**src/rtl/sgba_pkg.sv**
```systemverilog
// shared types, constants and codes of the grid binning block
package sgba_pkg;

    localparam int GRID_CELLS = 4096;
    localparam int AXES       = 3;
    localparam int CELL_W     = $clog2(GRID_CELLS);
    localparam int QDEPTH     = 2;
    localparam int CFG_IDX_W  = 3;
    localparam int CFG_DATA_W = 16;

    localparam logic [1:0] CMD_CLEAR = 2'd0;
    localparam logic [1:0] CMD_ADD   = 2'd1;
    localparam logic [1:0] CMD_READ  = 2'd2;
    localparam logic [1:0] CMD_UNDEF = 2'd3;

    localparam logic [1:0] ST_OK      = 2'd0;
    localparam logic [1:0] ST_OUTSIDE = 2'd1;
    localparam logic [1:0] ST_TOO_BIG = 2'd2;

    localparam logic [CFG_IDX_W-1:0] REG_MIN_X  = 3'd0;
    localparam logic [CFG_IDX_W-1:0] REG_MIN_Y  = 3'd1;
    localparam logic [CFG_IDX_W-1:0] REG_MIN_Z  = 3'd2;
    localparam logic [CFG_IDX_W-1:0] REG_SIZE_X = 3'd3;
    localparam logic [CFG_IDX_W-1:0] REG_SIZE_Y = 3'd4;
    localparam logic [CFG_IDX_W-1:0] REG_SIZE_Z = 3'd5;
    localparam logic [CFG_IDX_W-1:0] REG_FILL   = 3'd6;

    localparam logic [1:0] OP_CLEAR  = 2'd0;
    localparam logic [1:0] OP_ADD    = 2'd1;
    localparam logic [1:0] OP_READ   = 2'd2;
    localparam logic [1:0] OP_DIRECT = 2'd3;

    typedef struct packed {
        logic        [1:0]  command;
        logic signed [15:0] coord_x;
        logic signed [15:0] coord_y;
        logic signed [15:0] coord_z;
        logic signed [15:0] sample_value;
        logic        [11:0] cell_index;
    } t_in;

    typedef struct packed {
        logic signed [15:0] cell_value;
        logic        [15:0] cell_count;
        logic        [1:0]  status;
    } t_out;

    typedef struct packed {
        logic signed [11:0] min_x;
        logic signed [11:0] min_y;
        logic signed [11:0] min_z;
        logic        [12:0] size_x;
        logic        [12:0] size_y;
        logic        [12:0] size_z;
        logic signed [15:0] empty_value;
    } t_cfg;

    typedef struct packed {
        logic        [1:0]        op;
        logic        [CELL_W-1:0] idx;
        logic signed [15:0]       value;
        logic        [1:0]        status;
    } t_job;

endpackage

```
**src/rtl/sgba_front.sv**
```systemverilog
// front end: rounds coordinates, checks the grid and forms the cell index
module sgba_front (
    input  logic             i_clk,
    input  logic             i_rst_n,
    input  sgba_pkg::t_cfg   i_cfg,
    input  logic             i_valid,
    output logic             o_ready,
    input  sgba_pkg::t_in    i_data,
    output logic             o_push_valid,
    input  logic             i_push_ready,
    output sgba_pkg::t_job   o_push_data
);

    typedef enum logic [1:0] {F_IDLE, F_SHIFT, F_MUL, F_IDX} t_fstate;

    t_fstate            r_state;
    sgba_pkg::t_in      r_item;
    logic signed [13:0] r_sx, r_sy, r_sz;
    logic               r_inside;
    logic [25:0]        r_pxy;
    logic [38:0]        r_total;
    logic [39:0]        r_part;

    function automatic logic signed [12:0] round_q4(input logic signed [15:0] c);
        logic signed [16:0] cw;
        logic [16:0]        mag;
        logic [16:0]        r;
        begin
            cw  = 17'(c);
            mag = c[15] ? 17'(-cw) : 17'(cw);
            r   = (mag + 17'd8) >> 4;
            return c[15] ? -$signed(13'(r)) : $signed(13'(r));
        end
    endfunction

    logic [12:0]        w_size_y, w_size_z;
    logic signed [13:0] w_sx, w_sy, w_sz;
    logic               w_in_x, w_in_y, w_in_z;
    logic [25:0]        w_yp;
    logic [38:0]        w_zp;
    logic [39:0]        w_idx;
    logic [31:0]        w_ridx;

    assign w_size_y = (sgba_pkg::AXES > 1) ? i_cfg.size_y : 13'd1;
    assign w_size_z = (sgba_pkg::AXES > 2) ? i_cfg.size_z : 13'd1;

    assign w_sx = 14'(round_q4(r_item.coord_x)) - 14'(i_cfg.min_x);
    assign w_sy = 14'(round_q4(r_item.coord_y)) - 14'(i_cfg.min_y);
    assign w_sz = 14'(round_q4(r_item.coord_z)) - 14'(i_cfg.min_z);

    assign w_in_x = !w_sx[13] && (w_sx[12:0] < i_cfg.size_x);
    assign w_in_y = (sgba_pkg::AXES < 2) || (!w_sy[13] && (w_sy[12:0] < i_cfg.size_y));
    assign w_in_z = (sgba_pkg::AXES < 3) || (!w_sz[13] && (w_sz[12:0] < i_cfg.size_z));

    assign w_yp   = r_sy[12:0] * i_cfg.size_x;
    assign w_zp   = r_sz[12:0] * r_pxy;
    assign w_idx  = r_part + 40'(w_zp);
    assign w_ridx = 32'(r_item.cell_index);

    assign o_ready      = (r_state == F_IDLE);
    assign o_push_valid = (r_state == F_IDX);

    always_comb begin
        o_push_data        = '0;
        o_push_data.value  = r_item.sample_value;
        o_push_data.status = sgba_pkg::ST_OK;
        case (r_item.command)
            sgba_pkg::CMD_CLEAR: begin
                o_push_data.op = sgba_pkg::OP_CLEAR;
            end
            sgba_pkg::CMD_ADD: begin
                o_push_data.idx = w_idx[sgba_pkg::CELL_W-1:0];
                if (r_total > 39'(sgba_pkg::GRID_CELLS)) begin
                    o_push_data.op     = sgba_pkg::OP_DIRECT;
                    o_push_data.status = sgba_pkg::ST_TOO_BIG;
                end else if (!r_inside || w_idx >= 40'(sgba_pkg::GRID_CELLS)) begin
                    o_push_data.op     = sgba_pkg::OP_DIRECT;
                    o_push_data.status = sgba_pkg::ST_OUTSIDE;
                end else begin
                    o_push_data.op = sgba_pkg::OP_ADD;
                end
            end
            sgba_pkg::CMD_READ: begin
                o_push_data.idx = w_ridx[sgba_pkg::CELL_W-1:0];
                if (w_ridx >= 32'(sgba_pkg::GRID_CELLS)) begin
                    o_push_data.op     = sgba_pkg::OP_DIRECT;
                    o_push_data.status = sgba_pkg::ST_OUTSIDE;
                end else begin
                    o_push_data.op = sgba_pkg::OP_READ;
                end
            end
            default: begin
                o_push_data.op = sgba_pkg::OP_DIRECT;
            end
        endcase
    end

    always_ff @(posedge i_clk) begin
        if (!i_rst_n) begin
            r_state <= F_IDLE;
        end else begin
            case (r_state)
                F_IDLE: begin
                    if (i_valid) begin
                        r_item  <= i_data;
                        r_state <= F_SHIFT;
                    end
                end
                F_SHIFT: begin
                    r_sx     <= w_sx;
                    r_sy     <= (sgba_pkg::AXES > 1) ? w_sy : 14'sd0;
                    r_sz     <= (sgba_pkg::AXES > 2) ? w_sz : 14'sd0;
                    r_inside <= w_in_x && w_in_y && w_in_z;
                    r_pxy    <= i_cfg.size_x * w_size_y;
                    r_state  <= F_MUL;
                end
                F_MUL: begin
                    r_total <= r_pxy * w_size_z;
                    r_part  <= 40'(r_sx[12:0]) + 40'(w_yp);
                    r_state <= F_IDX;
                end
                F_IDX: begin
                    if (i_push_ready) begin
                        r_state <= F_IDLE;
                    end
                end
                default: r_state <= F_IDLE;
            endcase
        end
    end

endmodule

```
**config.mk**
```make
export PLATFORM = sky130hd
export DESIGN_NAME = sgba_front
export DESIGN_NICKNAME = d
export VERILOG_FILES = /design/src/rtl/sgba_pkg.sv /design/src/rtl/sgba_front.sv
export SDC_FILE = /design/constraint.sdc
export NUM_CORES = 2
export LEC_CHECK = 0
export CORE_ASPECT_RATIO = 0.9
export CORE_UTILIZATION = 43
export DETAILED_ROUTE_END_ITERATION = 16
export DONT_BUFFER_PORTS = 1
export PLACE_DENSITY_LB_ADDON = 0.1
export SETUP_SLACK_MARGIN = 0.1
export SLEW_MARGIN = 20
export SYNTH_ARGS = -nofsm -noshare
export SYNTH_HDL_FRONTEND = slang
export SYNTH_SLANG_ARGS = --single-unit
```
**constraint.sdc**
```tcl
create_clock -name i_clk -period 8.4 [get_ports i_clk]
set_input_delay 1.26 -clock i_clk [delete_from_list [all_inputs] [get_ports i_clk]]
set_output_delay 1.26 -clock i_clk [all_outputs]
set_load 0.005 [all_outputs]
```
==> summary.md <==
| Metric | Value |
|---|---|
| Synth Flop Type | edfxtp_1 |
| Final Instance Area | 50000 um^2 |
| Commonest non-fill, non-tap cell in the layout | inv_1 |
| Worst Setup End Kind | output port |
| Complex-gate fraction of the synthesized area | 8.27% |
| Clock Skew | 0.0149 ns |
| Die X | 346 um |
| Vias per cell | 5.24 |
| Post-synthesis adder-cell area fraction | 47.4% |
| HP Start | r_state[0] |
| Area Overhead vs Synth | 9.03% |
| All-Layer GR Usage | 23.2% |
| H-tree depth | 1 |
| Layout net count | 6430 |
| Rows | 113 |
| Number of synthesized flops with an enable pin | 210 |
| Post-layout util | 47.3% |
| Final period util | 104% |
| CP Class | register to output port |
| Chip height | 312 um |
| TritonCTS clock tree | built |
| Pre-antenna DRT Iters | 5 |
| Pin count of the biggest net entering global routing | 67 |
| Post-Syn Instances | 4995 |
| Post-Synth XOR/XNOR Area | 3.87% |
| Final WS setup | -0.361 ns |
| Asr flop ratio synth | 0% |
| ANT nets after route | 0 |
| Final hold violation count | 0 |
| Synth cell types | 105 |
| Multi-input gate area | 35400 um^2 |
| Hpwl dp | 98900 um |
| Post-Syn Area | 45800 um^2 |
| Worst reg2reg path depth | 29 |
| Die Area | 108000 um^2 |
| # IOs | 207 |
| Max-slew violations | 0 |
| Filler Cell Count | 10100 |
| Placed Cells | 6312 |
| Synth Area in Simple Gates | 16.3% |
| PortBufs | 0 |
| Maxcap violations | 0 |
| Min-delay worst type | register to register |
| Unrepaired setup endpoints after global routing | true |
| First-pass GRT wire length | 198000 um |
| Iter 0 DRT Violations | 1883 |
| Non-Filler Instances | 6412 |
| Largest family of logic cells by synthesized area | adder cells |
| Placed Area | 48000 um^2 |
| Core area | 106000 um^2 |
| Vias in the first global route | 35400 |
| Post-layout min period | 8.76 ns |
| Synthesized flop and latch total | 212 |
| R2r endpoint | r_inside |
| Hold Buf Count CTS | 0 |
| CTS root buf | clkbuf_16 |
| Register cell area after layout | 6350 um^2 |
| Post-synthesis sequential area ratio | 13.8% |
| Clock tree buffer depth | 3 |
| Final setup vio count | 2 |
| Required @ worst endpoint | 7.14 ns |
| Initial antenna violation count | 3 |
| Commonest non-fill, non-tap cells in the layout | inv_1 (945), fa_1 (801), nand2_1 (733) |
| Status | complete, but fails checks |
| Clk_lat worst skew | 0.63 ns |
| Crit path max fanout | 6 |
| Worst hold endpoint | r_state[0] |
| Synthesized area per cell | 9.17 um^2 |
| Critical R2R Launch | r_item[75] |
| Startpoint Class | register |
| Ys Warns | 0 |
| Syn Nets | 6418 |
| DRC Markers | 0 |
| Gpl congestion | 0.895 |
| Worst path arrival time | 7.50 ns |
| Total clock buffers created by CTS | 28 |
| Via count | 33600 |
| # clock sinks | 212 |
| Fraction of layout cells with a size suffix above 1 | 7.85% |
| Hold path cells | 2 |
| Fmax | 0.114 GHz |
| Rel. slew slack | 28.8% |
| Initial core utilization | 43.4% |
| Mux share of post-synthesis cell area | 0.341% |
| Reg-to-reg setup timing slack | 1.16 ns |
| Routed length per instance | 19.1 um |
| Violated checks | negative setup slack |
| Total length of routed wires | 122000 um |
| Clock-pin slew on the worst setup and hold paths | 0.06 ns |
| Worst slew pin tran | 1.05 ns |
| Grt ovf | 0 |
## stage by stage
step | hold slack [ns] | setup WS [ns] | TNS, ns
6_report | 0.534 | -0.361 | -0.680
5_1_grt | 0.552 | -0.761 | -1.33
4_1_cts | 0.538 | -0.386 | -0.745
3_5_place_dp | 0.526 | -0.0414 | -0.0772
3_3_place_gp | 0.527 | -0.00836 | -0.00836
2_1_floorplan | 0.500 | 0.391 | 0
## synth_stat cells, types with 25 or more instances
| library cell | count | area share, % |
|---|---|---|
| edfxtp_1 | 210 | 14 |
| fa_1 | 807 | 35 |
| xor2_1 | 52 | 0.99 |
| a21oi_1 | 130 | 1.4 |
| a21o_1 | 54 | 0.88 |
| inv_1 | 953 | 7.8 |
| xnor2_1 | 146 | 2.8 |
| nor3_1 | 52 | 0.57 |
| ha_1 | 443 | 12 |
| and2_1 | 359 | 4.9 |
| nand3_1 | 50 | 0.55 |
| nor2b_1 | 25 | 0.34 |
| nand4_1 | 29 | 0.40 |
| o21ai_0 | 113 | 1.2 |
| clkbuf_1 | 213 | 1.7 |
| nor2_1 | 182 | 1.5 |
| nand2_1 | 733 | 6.0 |
## how the worst max path moves through the flow
stage	start	end	slack, ns
2_1_floorplan	r_sz[4]	o_push_data[0]	0.39
4_1_cts	r_sz[10]	o_push_data[0]	-0.39
6_report	r_sz[1]	o_push_data[0]	-0.36
3_5_place_dp	r_sz[3]	o_push_data[31]	-0.04
3_3_place_gp	r_pxy[6]	o_push_data[0]	-0.008
5_1_grt	r_sz[10]	o_push_data[0]	-0.76
## logic make-up after synthesis
logic type      after synthesis
simple gates               1560
fa+ha+maj                  1251
buf+inv                    1197
compound gates              560
flops                       212
xor+xnor                    200
mux                          15
## registers in the layout, indices dropped and copies added, names as in the netlist
name	flops
r_item	62
r_sz	13
r_sy	13
r_pxy	26
r_sx	13
r_state	2
o_push_data	16
r_part	27
r_total	39
r_inside	1
## routing by layer
metal / GRT usage [%] / share of wire, % / vias up
met4: 4.58 / 2.0 / 0
met5: 0 / 0 / -
met1: 33.0 / 47 / 17000
met2: 37.7 / 46 / 771
li1: - / - / 15700
met3: 3.45 / 5.5 / 110
## layout make-up
class                   instances  area share (%)
diodes                          3          0.0150
flip-flops and latches        212            12.7
repair buffers                218            3.80
inverters                     961            7.22
clock buffers                  29            1.41
well taps                    1380            3.46
multi-input cells            3586            70.9
clock inverters                23           0.456
## worst max-delay path, cell delays in order, from the launching register on
cell and delay, ns:
edfxtp_1 0.52, buf_6 0.20, and2_1 0.17, fa_1 0.53, inv_1 0.05, fa_1 0.50
inv_2 0.06, fa_1 0.48, fa_1 0.51, fa_1 0.49, inv_1 0.05, fa_1 0.47
inv_1 0.06, ha_4 0.22, a21o_1 0.20, a211o_1 0.36, nor2b_2 0.15, buf_4 0.14
a31oi_1 0.09, xor2_1 0.17, nor4_2 0.29, nand2_1 0.09, or4b_4 0.54, nor4_2 0.27
a41oi_1 0.13, buf_4 0.16
## what timing repair did
item | CTS | global route
setup endpoints to repair | 2 | 2
gates cloned | 1 | 1
gates resized for setup | 75 | 47
pin swaps | 53 | 28
buffers inserted | 33 | 11
Power is left out: the tool's default activity adds up to more than one toggle a clock period on the data nets, which glitch-free logic cannot reach.
