===== src/rtl/sgba_pkg.sv =====
// shared types, constants and codes of the grid binning block
package sgba_pkg;

    localparam int GRID_CELLS = 4096;
    localparam int AXES       = 3;
    localparam int CELL_W     = $clog2(GRID_CELLS);
    localparam int QDEPTH     = 2;
    localparam int CFG_IDX_W  = 3;
    localparam int CFG_DATA_W = 16;

    localparam logic [1:0] CMD_CLEAR = 2'd0;
    localparam logic [1:0] CMD_ADD   = 2'd1;
    localparam logic [1:0] CMD_READ  = 2'd2;
    localparam logic [1:0] CMD_UNDEF = 2'd3;

    localparam logic [1:0] ST_OK      = 2'd0;
    localparam logic [1:0] ST_OUTSIDE = 2'd1;
    localparam logic [1:0] ST_TOO_BIG = 2'd2;

    localparam logic [CFG_IDX_W-1:0] REG_MIN_X  = 3'd0;
    localparam logic [CFG_IDX_W-1:0] REG_MIN_Y  = 3'd1;
    localparam logic [CFG_IDX_W-1:0] REG_MIN_Z  = 3'd2;
    localparam logic [CFG_IDX_W-1:0] REG_SIZE_X = 3'd3;
    localparam logic [CFG_IDX_W-1:0] REG_SIZE_Y = 3'd4;
    localparam logic [CFG_IDX_W-1:0] REG_SIZE_Z = 3'd5;
    localparam logic [CFG_IDX_W-1:0] REG_FILL   = 3'd6;

    localparam logic [1:0] OP_CLEAR  = 2'd0;
    localparam logic [1:0] OP_ADD    = 2'd1;
    localparam logic [1:0] OP_READ   = 2'd2;
    localparam logic [1:0] OP_DIRECT = 2'd3;

    typedef struct packed {
        logic        [1:0]  command;
        logic signed [15:0] coord_x;
        logic signed [15:0] coord_y;
        logic signed [15:0] coord_z;
        logic signed [15:0] sample_value;
        logic        [11:0] cell_index;
    } t_in;

    typedef struct packed {
        logic signed [15:0] cell_value;
        logic        [15:0] cell_count;
        logic        [1:0]  status;
    } t_out;

    typedef struct packed {
        logic signed [11:0] min_x;
        logic signed [11:0] min_y;
        logic signed [11:0] min_z;
        logic        [12:0] size_x;
        logic        [12:0] size_y;
        logic        [12:0] size_z;
        logic signed [15:0] empty_value;
    } t_cfg;

    typedef struct packed {
        logic        [1:0]        op;
        logic        [CELL_W-1:0] idx;
        logic signed [15:0]       value;
        logic        [1:0]        status;
    } t_job;

endpackage


===== src/rtl/sgba_queue.sv =====
// short request queue between front and back
module sgba_queue (
    input  logic           i_clk,
    input  logic           i_rst_n,
    input  logic           i_push_valid,
    output logic           o_push_ready,
    input  sgba_pkg::t_job i_push_data,
    output logic           o_pop_valid,
    input  logic           i_pop_ready,
    output sgba_pkg::t_job o_pop_data
);

    localparam int PTR_W = $clog2(sgba_pkg::QDEPTH);
    localparam int CNT_W = $clog2(sgba_pkg::QDEPTH + 1);

    sgba_pkg::t_job   r_slot [sgba_pkg::QDEPTH];
    logic [PTR_W-1:0] r_wp, r_rp;
    logic [CNT_W-1:0] r_cnt;
    logic             w_push, w_pop;

    assign o_push_ready = (r_cnt != CNT_W'(sgba_pkg::QDEPTH));
    assign o_pop_valid  = (r_cnt != '0);
    assign o_pop_data   = r_slot[r_rp];
    assign w_push       = i_push_valid && o_push_ready;
    assign w_pop        = o_pop_valid && i_pop_ready;

    always_ff @(posedge i_clk) begin
        if (w_push) begin
            r_slot[r_wp] <= i_push_data;
        end
    end

    always_ff @(posedge i_clk) begin
        if (!i_rst_n) begin
            r_wp  <= '0;
            r_rp  <= '0;
            r_cnt <= '0;
        end else begin
            if (w_push) begin
                r_wp <= (r_wp == PTR_W'(sgba_pkg::QDEPTH - 1)) ? '0 : r_wp + 1'b1;
            end
            if (w_pop) begin
                r_rp <= (r_rp == PTR_W'(sgba_pkg::QDEPTH - 1)) ? '0 : r_rp + 1'b1;
            end
            if (w_push && !w_pop) begin
                r_cnt <= r_cnt + 1'b1;
            end else if (w_pop && !w_push) begin
                r_cnt <= r_cnt - 1'b1;
            end
        end
    end

endmodule


===== config.mk =====
export PLATFORM = sky130hd
export DESIGN_NAME = sgba_queue
export DESIGN_NICKNAME = d
export VERILOG_FILES = /design/src/rtl/sgba_pkg.sv /design/src/rtl/sgba_queue.sv
export SDC_FILE = /design/constraint.sdc
export NUM_CORES = 1
export LEC_CHECK = 0
export BUFFER_PORTS_ARGS = -buffer_cell sky130_fd_sc_hd__buf_4
export CORE_MARGIN = 1
export CORE_UTILIZATION = 30
export DETAILED_ROUTE_END_ITERATION = 6
export HOLD_SLACK_MARGIN = 0.02
export PLACE_DENSITY = 0.56
export SETUP_SLACK_MARGIN = 0.05
export SLEW_MARGIN = 25
export SYNTH_ARGS = -nofsm -noshare
export SYNTH_HDL_FRONTEND = slang
export SYNTH_SLANG_ARGS = --single-unit

===== constraint.sdc =====
create_clock -name i_clk -period 1.6 [get_ports i_clk]
set_input_delay 0.32 -clock i_clk [delete_from_list [all_inputs] [get_ports i_clk]]
set_output_delay 0.32 -clock i_clk [all_outputs]
set_load 0.05 [all_outputs]

==> impl_metrics.tcl, run 1 <==
set metrics [dict create \
    outcome "finished, violations left" \
    violations "negative setup slack" \
    insertedDiodeCount 0 \
    ir_drop_mv 0.848 \
    rr_endpoint "r_cnt[1]" \
    initial_utilization_pct 31.0 \
    synth_cell_types 21 \
    hold_class "in -> reg" \
    avgViaCountPerCell 4.34 \
    finalSetupViolations 32 \
    syn_area_um2 2550 \
    crit_family "flip-flops" \
    design.core.area_um2 8220 \
    routedWlPerCell_um 14.6 \
    synth-compound-area-share_pct 1.37 \
    period_needed_ns 1.71 \
    areaGrowthSynthToFinish_pct 44.2 \
    die_h_um 94.2 \
    final_cells 315 \
    cts_tree "yes" \
    drtIter0Drc 48 \
    clock-sinks 69 \
    synthAdderAreaFrac_pct 0.490 \
    track_usage_pct 11.4 \
    rows 33 \
    path_max_fanout 17 \
    numCtsBuffers 9 \
    rsz0062_at_grt "yes" \
    syn_area_per_cell_um2 20.6 \
    layout-drive-gt1-share_pct 62.9 \
    portBuffers 69 \
    r2r_slack_ns 0.14 \
    crit_cells 3 \
    hold_viol 0 \
    multi_input_area_um2 587 \
    cts_buffer_depth 2 \
    hold_end "r_slot[0][1]" \
    grt_pass1_wl_mm 7.22 \
    synthXorXnorAreaFrac_pct 1.03 \
    wl_mm 4.59 \
    dp_cells 300 \
    path_clk_slew_ns 0.08 \
    die_w_um 94.2 \
    clockRootBuffer "clkbuf_8" \
    worstReg2RegStart "r_cnt[0]" \
    finalNetCount 243 \
    slowest_stage "dfxtp_4" \
    fill_cells 715 \
    synth_top_family_by_area "multiplexers" \
    grt_start_max_net_pins 27 \
    p_per_area_nw_per_um2 1760 \
    synth_nets 161 \
    regArea_um2 2030 \
    worst_pin_slew_ns 0.293 \
    place_ws_ns 0.124 \
    overflow 0 \
    drt.antenna.violating_nets 0 \
    via_count 1368 \
    p_leak_nw 1.39 \
    place.gp.congestion 0.668 \
    synth_seq_cells 69 \
    first_pass_iters 3 \
    startpoint_type "flip-flop" \
    ios 70 \
    path_cells "buf_12, mux2_2, buf_6" \
    ys_warn_count 0 \
    clk_latency_ns 0.33 \
    yosys.area_share.simple_pct 2.55 \
    fmax_ghz 0.586 \
    critPathMaxStageDelay_ns 0.37 \
    path_class "reg -> out" \
    antenna_found_initial 0 \
    cts_setup_buffers 0 \
    critical_path_buf_inv_count 2 \
    cp.arrival_ns 1.39 \
    r2r_cells 6 \
    slew_headroom_pct 80.4 \
    grt_pass1_vias 1467 \
    critPathCaptureType "output port" \
    die_area_um2 8880 \
    cap_violations 0 \
    min_from "i_push_data[1]" \
    drc 0 \
    syn_inst 124 \
    synth_mux_area_share_pct 14.1 \
    min_period_over_period_pct 107 \
    clock_skew_ns 0.00830 \
    required_ns 1.28 \
    yosysSeqAreaShare_pct 79.3 \
    slew_violations 0 \
    htreeDepth 3 \
    fin_ws_ns -0.106 \
    holdPathStages 1 \
]
==> metrics by stage <==
| step | util (%) | hold slack, ns | total power, mW | TNS, ns | instance area, um^2 |
|---|---|---|---|---|---|
| after global placement | 40.0 | 0.506 | 4.84 | 0 | 3290 |
| after floorplan | - | 0.419 | 4.09 | 0 | 2570 |
| final | 44.8 | 0.166 | 6.48 | -2.70 | 3680 |
| after global routing | 44.8 | 0.141 | 6.79 | -4.40 | 3680 |
| after CTS | 44.0 | 0.146 | 6.44 | -3.79 | 3610 |
| after detailed placement | 40.0 | 0.508 | 4.85 | 0 | 3290 |
==> sequential cells by signal (all words and copies together), names as in the netlist, named ones only <==
name,count
r_slot,64
r_wp,1
r_rp,1
r_cnt,2
==> worst max path at each step <==
stage | slack, ns | endpoint | start
4_1_cts | -0.14 | o_pop_data[30] | flip-flop
3_3_place_gp | 0.14 | r_cnt[1] | r_cnt[1]
6_report | -0.11 | o_pop_data[30] | flip-flop
5_1_grt | -0.17 | o_pop_data[5] | flip-flop
3_5_place_dp | 0.12 | o_pop_data[7] | flip-flop
2_1_floorplan | 0.03 | r_slot[0][0] | r_cnt[0]
==> per-layer routing <==
layer / part of all wire, % / vias to the layer above / GRT usage [%]
met4: 2.2 / 0 / 7.31
li1: - / 643 / -
met1: 42 / 677 / 13.3
met2: 51 / 39 / 18.3
met3: 4.4 / 9 / 3.07
met5: 0 / - / 0
==> cells in the final DEF (no fill, tap or decap), types with 2 or more instances in the layout <==
master      instances
buf_12              4
clkinv_2            2
mux2_4             17
buf_4              39
dfxtp_1             2
clkbuf_8            9
xnor2_1             2
buf_6              32
and2_1              3
dfxtp_4             2
edfxtp_1           64
mux2_2             14
clkinv_4            2
clkinvlp_4          2
==> worst register-to-register path: cells and delay by family, from the launching register on <==
kind	cells	cell delay, ns
AO/OA/AOI/OAI	1	0.12
XOR/XNOR	1	0.14
AND/OR/NAND/NOR	3	0.61
flip-flops	1	0.37
adder cells (fa/ha/maj)	1	0.16
==> cells in the mapped netlist, drive strengths merged <==
master  count  area, um^2
mux2       32         360
nand3b      1        7.51
or3         1        6.26
o21ai       2        10.0
a21bo       1        10.0
xnor2       2        17.5
a21boi      2        15.0
and2        4        25.0
clkbuf      1        3.75
nand2b      1        13.8
or2         1        6.26
buf         3        22.5
and3        1        6.26
inv         1        3.75
edfxtp     64        1920
dfxtp       5         100
xor2        1        8.76
ha          1        12.5
==> where the power goes <==
part / internal (mW) / switching, mW / total (mW)
clock network: 0.710 / 0.635 / 1.34
logic: 1.16 / 1.60 / 2.76
registers: 2.27 / 0.101 / 2.37
total: 4.14 / 2.33 / 6.48
==> kinds of logic (layout without fill, tap and decap cells) <==
| family | Yosys count | in the layout |
|---|---|---|
| AOI/OAI and AO/OA | 5 | 5 |
| xor gates and xnor gates | 3 | 3 |
| adders and majority gates | 1 | 1 |
| buffers and inverters | 5 | 91 |
| DFF | 69 | 69 |
| muxes | 32 | 32 |
| and+or+nand+nor | 9 | 9 |
==> what timing repair did <==
| item | 4_1_cts | 5_1_grt |
|---|---|---|
| hold buffers | 0 | 0 |
| pin swaps | 0 | 1 |
| resized for setup | 37 | 17 |
| setup endpoints to repair | 32 | 34 |
==> area by class of cell <==
type	instances	share of cell area [%]
Tap cell	105	3.57
Clock inverter	6	1.77
Inverter	1	0.204
Multi-Input combinational cell	50	16.0
Sequential cell	69	55.2
Clock buffer	9	3.37
Timing Repair Buffer	75	19.9
Note: power is estimated with default switching activity, not from simulation.
==> run 2, diff against run 1 <==
--- a/config.mk
+++ b/config.mk
@@ -7,10 +7,10 @@
 export LEC_CHECK = 0
 export BUFFER_PORTS_ARGS = -buffer_cell sky130_fd_sc_hd__buf_4
 export CORE_MARGIN = 1
-export CORE_UTILIZATION = 30
+export CORE_UTILIZATION = 45
 export DETAILED_ROUTE_END_ITERATION = 6
 export HOLD_SLACK_MARGIN = 0.02
-export PLACE_DENSITY = 0.56
+export PLACE_DENSITY = 0.77
 export SETUP_SLACK_MARGIN = 0.05
 export SLEW_MARGIN = 25
 export SYNTH_ARGS = -nofsm -noshare
==> run 2 against run 1 <==
Compared with the run above: clock power fell by 16%; wire length fell by 2.6%; sequential cell count did not move; highest routed layer unchanged; non-clock buffer count fell by 1; critical path type unchanged; via count rose by 0.44%; the run still ends with negative setup slack left; largest cell class unchanged; hold slack improved by 0.0085 ns; clock-buffer cell count rose by 1.
==> impl_metrics.tcl, run 2 (synthesis results as in run 1) <==
set metrics [dict create \
    slew_violations 0 \
    path_class "reg -> out" \
    track_usage_pct 16.6 \
    dpl_cell_area_um2 3220 \
    cts_setup_buffers 0 \
    required_ns 1.28 \
    fin_util_pct 65.8 \
    finalNetCount 242 \
    hold_viol 0 \
    cts_buffer_depth 2 \
    p_leak_nw 1.37 \
    fin_ws_ns -0.120 \
    grt_start_max_net_pins 33 \
    critPathMaxStageDelay_ns 0.40 \
    die_w_um 77.3 \
    min_from "i_push_data[27]" \
    avgViaCountPerCell 4.87 \
    initial_utilization_pct 46.6 \
    final_cell_mix "edfxtp_1, buf_4, buf_6" \
    place.gp.congestion 0.684 \
    clk_latency_ns 0.32 \
    insertedDiodeCount 0 \
    die_h_um 77.3 \
    cp.arrival_ns 1.40 \
    ios 70 \
    clock_skew_ns 0.00748 \
    violations "negative setup slack" \
    power_mw 6.28 \
    htreeDepth 3 \
    drt.antenna.violating_nets 0 \
    drtIter0Drc 57 \
    drc 0 \
    path_clk_slew_ns 0.07 \
    areaGrowthSynthToFinish_pct 41.1 \
    rsz0062_at_grt "yes" \
    wl_mm 4.47 \
    clock-sinks 69 \
    dp_cells 265 \
    grt_pass1_wl_mm 7.17 \
    p_per_area_nw_per_um2 1740 \
    finalSetupViolations 32 \
    overflow 0 \
    crit_family "flip-flops" \
    critPathCaptureType "output port" \
    worst_pin_slew_ns 0.303 \
    fill_cells 410 \
    outcome "finished, violations left" \
    portBuffers 69 \
    postCtsHoldBufs 0 \
    final_common_cell "edfxtp_1" \
    grt_pass1_vias 1444 \
    hold_slack_ns 0.175 \
    final_cells 282 \
    hold_class "in -> reg" \
    path_max_fanout 7 \
    die_area_um2 5970 \
    path_cells "buf_6, mux2_2, buf_4" \
    layout-drive-gt1-share_pct 61.4 \
    antenna_found_initial 0 \
    rows 27 \
    via_count 1374 \
    slowest_stage "dfxtp_4" \
    clockRootBuffer "clkbuf_8" \
    fmax_ghz 0.581 \
    largest_register "r_slot" \
    numCtsBuffers 9 \
    design_area_um2 3600 \
    period_needed_ns 1.72 \
    critical_path_buf_inv_count 2 \
    dp_hpwl_mm 2.74 \
    min_period_over_period_pct 108 \
    cap_violations 0 \
    design.core.area_um2 5470 \
    startpoint_type "flip-flop" \
    largest_reg_flops 64 \
    worstReg2RegStart "r_cnt[0]" \
    first_pass_iters 4 \
    routedWlPerCell_um 15.8 \
    slew_headroom_pct 79.7 \
    cts_tree "yes" \
    ir_drop_mv 1.26 \
    reg_top3 "r_slot: 64 flops, r_cnt: 2 flops" \
]
## run 2: cell count changes in the layout (fill, tap and decap cells not counted), moves of 2 or more
cell / change
buf_6: -6
buf_8: +3
buf_4: +2
clkinv_1: +2
clkinv_4: -2
## run 2: cell type report
| class | count | area (um^2) | share of cell area [%] |
|---|---|---|---|
| clock buffers | 10 | 128 | 3.55 |
| multi-input cells | 50 | 583 | 16.2 |
| repair buffers | 74 | 733 | 20.4 |
| flip-flops and latches | 69 | 2030 | 56.3 |
| inverters | 1 | 7.51 | 0.209 |
| well taps | 72 | 90.1 | 2.50 |
| clock inverters | 6 | 30.0 | 0.834 |
## run 2: where the power goes
| part | leakage, nW | internal [mW] | switching [mW] |
|---|---|---|---|
| Sequential | 0.640 | 2.27 | 0.106 |
| Combinational | 0.653 | 1.18 | 1.59 |
| Clock | 0.0809 | 0.543 | 0.588 |
## run 2: final timing paths
kind	end	slack [ns]	depth (start not counted)
worst min-delay path	r_slot[0][27]	0.17	1
worst min register to register	r_cnt[1]	0.53	2
worst max-delay path	o_pop_data[20]	-0.12	3
worst max register to register	r_cnt[1]	0.16	6
## run 2: per-layer routing
metal	vias up	GRT usage, %	routed length [um]	part of all wire (%)
met5	-	0	0	0
met4	0	8.49	78	1.7
met3	8	4.29	247	5.5
met2	52	26.9	2230	50
met1	671	20.5	1920	43
li1	643	-	-	-
## run 2: timing repair
item	CTS	global route
gates resized for setup	39	16
cloned	1	0
pin swaps	0	1
setup endpoints to repair	32	33
hold endpoints to repair	0	0
## run 2: metrics by stage
stage                     TNS, ns  setup WS [ns]
after floorplan                 0         0.0269
after global placement          0          0.168
after detailed placement        0          0.148
after CTS                   -3.96         -0.146
after global routing        -4.75         -0.188
final                       -2.87         -0.120
==> run 3, diff against run 2 <==
--- a/config.mk
+++ b/config.mk
@@ -7,10 +7,10 @@
 export LEC_CHECK = 0
 export BUFFER_PORTS_ARGS = -buffer_cell sky130_fd_sc_hd__buf_4
 export CORE_MARGIN = 1
-export CORE_UTILIZATION = 45
+export CORE_UTILIZATION = 40
 export DETAILED_ROUTE_END_ITERATION = 6
 export HOLD_SLACK_MARGIN = 0.02
-export PLACE_DENSITY = 0.77
+export PLACE_DENSITY = 0.7
 export SETUP_SLACK_MARGIN = 0.05
 export SLEW_MARGIN = 25
 export SYNTH_ARGS = -nofsm -noshare
==> run 3 against run 2 <==
Compared with the run above: the flow still finishes with violations (negative setup slack); global-route usage is 2.1 points lower; die area grew 12%; sequential share of layout area is 0.75 points lower; clock skew shrank 0.0034 ns; total power is 5.0% higher; utilization shrank 5.3 points; hold slack worse by 0.013 ns; wire length grew 4.7%; cell count grew 1.4%; critical endpoint is now o_pop_data[24]; highest routed layer unchanged.
==> impl_metrics.tcl, run 3 (synthesis results as in run 1) <==
set metrics [dict create \
    final_cell_mix "edfxtp_1, buf_4, buf_6" \
    p_leak_nw 1.38 \
    insertedDiodeCount 0 \
    layout-drive-gt1-share_pct 60.7 \
    clock-sinks 69 \
    grt_pass1_wl_mm 6.64 \
    period_needed_ns 1.72 \
    track_usage_pct 14.5 \
    violations "negative setup slack" \
    fin_ws_ns -0.118 \
    min_period_over_period_pct 107 \
    clockRootBuffer "clkbuf_8" \
    numCtsBuffers 9 \
    initial_utilization_pct 42.3 \
    cts_buffer_depth 2 \
    drtIter0Drc 90 \
    rsz0062_at_grt "yes" \
    drt.antenna.violating_nets 0 \
    avgViaCountPerCell 4.69 \
    areaGrowthSynthToFinish_pct 42.9 \
    fmax_ghz 0.582 \
    place.gp.congestion 0.642 \
    design.core.area_um2 6030 \
    dp_hpwl_mm 3.02 \
    postCtsHoldBufs 0 \
    critPathCaptureType "output port" \
    antenna_found_initial 0 \
    largest_register "r_slot" \
    clock_skew_ns 0.00403 \
    grt_start_max_net_pins 28 \
    path_max_fanout 13 \
    met2_usage_pct 23.8 \
    die_w_um 81.9 \
    fill_cells 461 \
    globalRouteMet3Util_pct 5.67 \
    ir_drop_mv 1.11 \
    path_class "reg -> out" \
    path_clk_slew_ns 0.07 \
    reg_top3 "r_slot: 64 flops, r_cnt: 2 flops" \
    overflow 0 \
    place_ws_ns 0.144 \
    die_h_um 81.9 \
    via_count 1340 \
    power_mw 6.59 \
    first_pass_iters 4 \
    grt_use_met1_pct 16.3 \
    rows 28 \
    hold_viol 0 \
    p_per_area_nw_per_um2 1810 \
    wl_mm 4.68 \
    grt_pass1_vias 1375 \
    hold_slack_ns 0.162 \
    worst_pin_slew_ns 0.308 \
    largest_reg_flops 64 \
    final_common_cell "edfxtp_1" \
    die_area_um2 6700 \
    top_usage_layer "met2" \
    portBuffers 69 \
    htreeDepth 3 \
    finalSetupViolations 32 \
    clk_latency_ns 0.34 \
    cap_violations 0 \
    slew_headroom_pct 79.3 \
    routedWlPerCell_um 16.4 \
    finalNetCount 243 \
    ios 70 \
    drc 0 \
    outcome "finished, violations left" \
    cp.arrival_ns 1.40 \
    slew_violations 0 \
    required_ns 1.28 \
    startpoint_type "flip-flop" \
    cts_tree "yes" \
    hold_class "in -> reg" \
]
run 3: critical path, stage by stage, from the launching register on:
cell and delay [ns]:
dfxtp_4 0.39, buf_12 0.16, mux2_2 0.36, buf_6 0.16
run 3: worst paths after layout:
path | startpoint | end | slack (ns) | cells past startpoint
max reg2reg | r_cnt[1] | r_cnt[1] | 0.14 | 4
min reg2reg | r_cnt[1] | r_cnt[1] | 0.55 | 2
min | i_push_data[9] | r_slot[1][9] | 0.16 | 1
max | flip-flop | o_pop_data[24] | -0.12 | 3
run 3: power by group:
| part | internal [mW] | total (mW) | switching, mW |
|---|---|---|---|
| logic | 1.17 | 2.76 | 1.59 |
| registers | 2.27 | 2.37 | 0.102 |
| clock network | 0.862 | 1.46 | 0.599 |
run 3: cell type report:
| type | count | area (um^2) | share of cell area, % |
|---|---|---|---|
| sequential | 69 | 2030 | 55.6 |
| timing repair buffer | 75 | 759 | 20.8 |
| multi-input combinational | 50 | 553 | 15.2 |
| clock buffer | 10 | 128 | 3.50 |
| tap | 75 | 93.8 | 2.57 |
| clock inverter | 6 | 77.6 | 2.13 |
| inverter | 1 | 7.51 | 0.206 |
run 3: per-layer routing:
metal | vias to the layer above | part of all wire, %
li1 | 642 | -
met3 | 8 | 6.6
met1 | 642 | 41
met5 | - | 0
met2 | 48 | 51
met4 | 0 | 2.0
run 3: what timing repair did:
item / CTS / global route
gates resized for setup: 36 / 15
endpoints found under the setup margin: 32 / 32
gates cloned: 1 / 0
setup buffers: 0 / 0
run 3: through the flow:
stage | instance area [um^2] | util (%) | TNS [ns] | cells
floorplan | 2570 | - | 0 | 124
global placement | 3230 | 53.7 | 0 | 269
detailed placement | 3230 | 53.7 | 0 | 269
CTS | 3590 | 59.6 | -4.40 | 286
global route | 3650 | 60.5 | -4.49 | 286
finish | 3650 | 60.5 | -3.08 | 286
